$ cat src/rtl/lruo_pkg.sv
// ----------------------------------------------------------------------------
// lruo_pkg
// Shared types, constants and the control store for the LRU order tracker.
// ----------------------------------------------------------------------------
package lruo_pkg;

  localparam int ENTRIES   = 1024;
  localparam int ID_W      = 10;
  localparam int CMD_W     = 2;
  localparam int ID_SPAN   = 1 << ID_W;
  localparam int MEM_DEPTH = (ENTRIES < ID_SPAN) ? ENTRIES : ID_SPAN;
  localparam int IDX_W     = (MEM_DEPTH > 1) ? $clog2(MEM_DEPTH) : 1;

  typedef enum logic [CMD_W-1:0] {
    CMD_INSERT = 2'd0,
    CMD_ACCESS = 2'd1,
    CMD_REMOVE = 2'd2,
    CMD_QUERY  = 2'd3
  } cmd_t;

  typedef struct packed {
    logic            has;
    logic [ID_W-1:0] id;
  } link_t;

  typedef enum logic [2:0] {
    S_IDLE   = 3'd0,
    S_CHECK  = 3'd1,
    S_UNLINK = 3'd2,
    S_ATT_A  = 3'd3,
    S_ATT_B  = 3'd4,
    S_EMIT   = 3'd5
  } step_t;

  typedef enum logic [2:0] {
    J_GOTO      = 3'd0,
    J_WAIT_IN   = 3'd1,
    J_WAIT_OUT  = 3'd2,
    J_DISPATCH  = 3'd3,
    J_IF_ACCESS = 3'd4
  } jump_t;

  typedef struct packed {
    logic  take_in;
    logic  unlink;
    logic  attach_a;
    logic  attach_b;
    logic  emit;
    jump_t jump;
    step_t next_s;
    step_t br_a;
    step_t br_b;
  } uop_t;

  typedef struct packed {
    logic in_fire;
    logic out_free;
    logic skip;
    logic is_insert;
    logic is_access;
  } seq_stat_t;

  function automatic uop_t ucode(step_t s);
    uop_t u;
    u = '{take_in: 1'b0, unlink: 1'b0, attach_a: 1'b0, attach_b: 1'b0, emit: 1'b0,
          jump: J_GOTO, next_s: S_IDLE, br_a: S_IDLE, br_b: S_IDLE};
    unique case (s)
      S_IDLE: begin
        u.take_in = 1'b1;
        u.jump    = J_WAIT_IN;
        u.next_s  = S_CHECK;
      end
      S_CHECK: begin
        u.jump   = J_DISPATCH;
        u.next_s = S_UNLINK;
        u.br_a   = S_ATT_A;
        u.br_b   = S_EMIT;
      end
      S_UNLINK: begin
        u.unlink = 1'b1;
        u.jump   = J_IF_ACCESS;
        u.next_s = S_EMIT;
        u.br_a   = S_ATT_A;
      end
      S_ATT_A: begin
        u.attach_a = 1'b1;
        u.next_s   = S_ATT_B;
      end
      S_ATT_B: begin
        u.attach_b = 1'b1;
        u.next_s   = S_EMIT;
      end
      S_EMIT: begin
        u.emit   = 1'b1;
        u.jump   = J_WAIT_OUT;
        u.next_s = S_IDLE;
      end
      default: begin
        u.next_s = S_IDLE;
      end
    endcase
    return u;
  endfunction

  function automatic logic [IDX_W-1:0] to_idx(logic [ID_W-1:0] id);
    return id[IDX_W-1:0];
  endfunction

endpackage

$ cat src/rtl/lruo_seq.sv
// ----------------------------------------------------------------------------
// lruo_seq
// Step counter and control store; issues one control word per cycle.
// ----------------------------------------------------------------------------
module lruo_seq (
  input  logic              clk,
  input  logic              rst,
  input  lruo_pkg::seq_stat_t stat,
  output lruo_pkg::uop_t    ctrl
);
  import lruo_pkg::*;

  step_t step;
  step_t step_next;

  assign ctrl = ucode(step);

  always_comb begin
    step_next = step;
    unique case (ctrl.jump)
      J_GOTO:      step_next = ctrl.next_s;
      J_WAIT_IN:   step_next = stat.in_fire ? ctrl.next_s : step;
      J_WAIT_OUT:  step_next = stat.out_free ? ctrl.next_s : step;
      J_DISPATCH: begin
        priority if (stat.skip)      step_next = ctrl.br_b;
        else if (stat.is_insert)     step_next = ctrl.br_a;
        else                         step_next = ctrl.next_s;
      end
      J_IF_ACCESS: step_next = stat.is_access ? ctrl.br_a : ctrl.next_s;
      default:     step_next = S_IDLE;
    endcase
  end

  always_ff @(posedge clk) begin
    if (rst) begin
      step <= S_IDLE;
    end else begin
      step <= step_next;
    end
  end

endmodule

$ cat config.mk
export PLATFORM = sky130hd
export DESIGN_NAME = lruo_seq
export DESIGN_NICKNAME = d
export VERILOG_FILES = /design/src/rtl/lruo_pkg.sv /design/src/rtl/lruo_seq.sv
export SDC_FILE = /design/constraint.sdc
export NUM_CORES = 1
export LEC_CHECK = 0
export ABC_AREA = 0
export BUFFER_PORTS_ARGS = -buffer_cell sky130_fd_sc_hd__buf_2
export CORE_AREA = 2 2 39 41
export CTS_CLUSTER_DIAMETER = 40
export DETAILED_ROUTE_END_ITERATION = 10
export DIE_AREA = 0 0 41 43
export PLACE_DENSITY = 0.58
export SLEW_MARGIN = 0
export SYNTH_ARGS = -nofsm -noshare
export SYNTH_HDL_FRONTEND = slang
export SYNTH_SLANG_ARGS = --single-unit
$ cat constraint.sdc
create_clock -name clk -period 1.3 [get_ports clk]
set_input_delay 0.195 -clock clk [delete_from_list [all_inputs] [get_ports clk]]
set_output_delay 0.195 -clock clk [all_outputs]
set_load 0.03 [all_outputs]
==> impl_metrics.csv <==
group,metric,value,unit
timing,final_hold_viol_count,0,
worst_setup_path,cp_max_fo,5,
logic_synthesis,netlist_area,294,um^2
worst_setup_path,r2r_slack,0.15,ns
power_and_ir_drop,p_per_area,1320,mW/mm^2
grt,grt_pass1_wl,1.21,mm
grt,grt_start_max_net_pins,12,
clock_network,cts_root_buffer,"clkbuf_4",
logic_synthesis,ys.flop_type,"dfxtp_1",
route,first_pass_iters,2,
worst_setup_path,criticalPathCategory,"flip-flop to output port",
timing,rsz0062_at_grt,"yes",
outcome,status,"finished with violations",
clock_network,clock_latency,0.23,ns
logic_synthesis,ys_ff_latch,3,
outcome,failed_checks,"negative setup slack",
route,routed_wl,797,um
grt,gr-total-overflow,0,
timing,fin_setup_tns,-0.239,ns
logic_synthesis,synth.avg_cell_area,6.68,um^2
timing,drv_slew,0,
layout,top_register,"step",
timing,fin_crit_sh,105,%
floorplanning,ios,24,
clock_network,cts_tree,"done",
timing,setup_viol,8,
job,drv_cap,0,
worst_setup_path,cp_num_buf_inv,2,
worst_setup_path,cp-start-kind,"flip-flop",
timing,holdWs,0.164,ns
route,drt-initial-drc-count,5,
route,post-route-drc-count,0,
route,drtAntennaViolNets,0,
worst_setup_path,arrival,1.17,ns
placement,dp.cells,77,
clock_network,htree_num_levels,1,
layout,drive_gt1_share,63.6,%
logic_synthesis,ys_seq_area_share,20.4,%
floorplanning,start_util,21.2,%
worst_setup_path,critPathMaxStageDelay,0.32,ns
logic_synthesis,synth_edf_count,0,
clock_network,cts_max_path_buffers,2,
floorplanning,die_height,43,um
logic_synthesis,yosys.area.top_type,"dfxtp_1",
logic_synthesis,ys_types,23,
grt,grt_usage,10.6,%
worst_setup_path,cp.required,1.11,ns
grt,antenna_found_initial,0,
timing,fmax,733,MHz
layout,nNetsFinal,74,
layout,reg_top3,"step: 3 flops",
floorplanning,row_count,14,
clock_network,numCtsBuffers,3,
logic_synthesis,synth_top_cell_area_share,20.4,%
worst_setup_path,cp_slowest_cell,"dfxtp_2",
logic_synthesis,async_reset_ff_share,0,%
layout,layout_common_cells,"buf_2, buf_4, buf_6",
logic_synthesis,yosys-top-cells-area,"dfxtp_1, buf_4, nand2_1, nor2_1, a2111oi_2",
worst_setup_path,crit_family,"simple AND/OR/NAND/NOR gates",
clock_network,cts.sinks,3,
logic_synthesis,synthesis.instances,44,
timing,setup_slack,-0.0640,ns
route,vias_per_cell,4.32,
route,wl_per_cell,9.72,um
placement,dp.final_hpwl,577,um
placement,io_buffer_count,21,
power_and_ir_drop,vdd_drop_max,448,uV
logic_synthesis,yosysWarnings,0,
power_and_ir_drop,total_power,0.697,mW
timing,skew,0.000949,ns
grt,grt_pass1_vias,305,
timing,finalCriticalPeriod,1.36,ns
floorplanning,die_area,0.00176,mm^2
floorplanning,fp.coreArea,0.00138,mm^2
floorplanning,fp.dieW,41,um
layout,largest_reg_flops,3,
power_and_ir_drop,p_leak,0.261,nW
route,vias,354,
clock_network,hold_buffers,0,
clock_network,path_clk_slew,0.03,ns
placement,gp_congestion,0.790,
layout,n_antenna_cell,0,
min_path,min_path_type,"input port to flip-flop",
layout,syn2layout_area_growth,80.0,%
worst_setup_path,critPathCaptureType,"output port",
layout,instances_no_fill,82,
worst_setup_path,crit_chain,"or2b_4, clkinvlp_4, and2_4, buf_6",
synth_stat cells, drive strengths merged (2+ instances only):
cell	instances
inv	3
dfxtp	3
nand2	6
nor3	2
nor2	6
buf	8
a21oi	2
stage by stage:
stage	area (um^2)	setup WS, ns	utilization (%)
after global routing	529	-0.104	38.2
after global placement	427	0.132	30.8
after floorplan	339	-0.114	-
after CTS	513	-0.0804	37.1
final	529	-0.0640	38.2
after detailed placement	427	0.104	30.8
cell type report:
type	instances	area, um^2
clock buffers	4	26.3
inverters	3	17.5
multi-input cells	30	200
repair buffers	26	203
fillers	151	855
well taps	16	20.0
flip-flops and latches	3	62.6
logic make-up after synthesis:
kind of cell           after synthesis  share of synthesized area (%)
DFF                                  3                           20.4
buffers and inverters               12                           25.5
and+or+nand+nor                     20                           32.3
other                                1                           1.28
AOI/OAI and AO/OA                    8                           20.4
path summary, 6_finish.rpt:
path              startpoint  endpoint  depth (start not counted)
hold reg to reg      step[0]   step[0]                          2
setup reg to reg     step[2]   step[0]                          3
setup / recovery     step[0]  ctrl[12]                          4
hold / removal           rst   step[0]                          2
repair_timing:
action,4_1_cts,5_1_grt
buffers inserted,1,0
pin swaps,1,0
resized for setup,21,6
hold endpoints to repair,0,0
setup endpoints to repair,13,14
where the power goes:
group / total [mW] / switching, mW / internal, mW
clock network: 0.158 / 0.0432 / 0.115
registers: 0.119 / 0.0134 / 0.105
logic: 0.421 / 0.252 / 0.169
total: 0.697 / 0.309 / 0.389
layer usage:
metal | vias to the layer above | global-route usage [%] | wire length, um
met5 | - | 0 | 0
met4 | 0 | 12.0 | 25
met3 | 2 | 2.09 | 49
met2 | 17 | 13.8 | 391
met1 | 156 | 12.9 | 331
li1 | 179 | - | -
worst register-to-register path: stages, from the launching register on:
cell	delay [ns]
dfxtp_2	0.36
buf_4	0.17
o21a_1	0.17
a2111oi_2	0.34
Power figures use the tool's default switching activity.
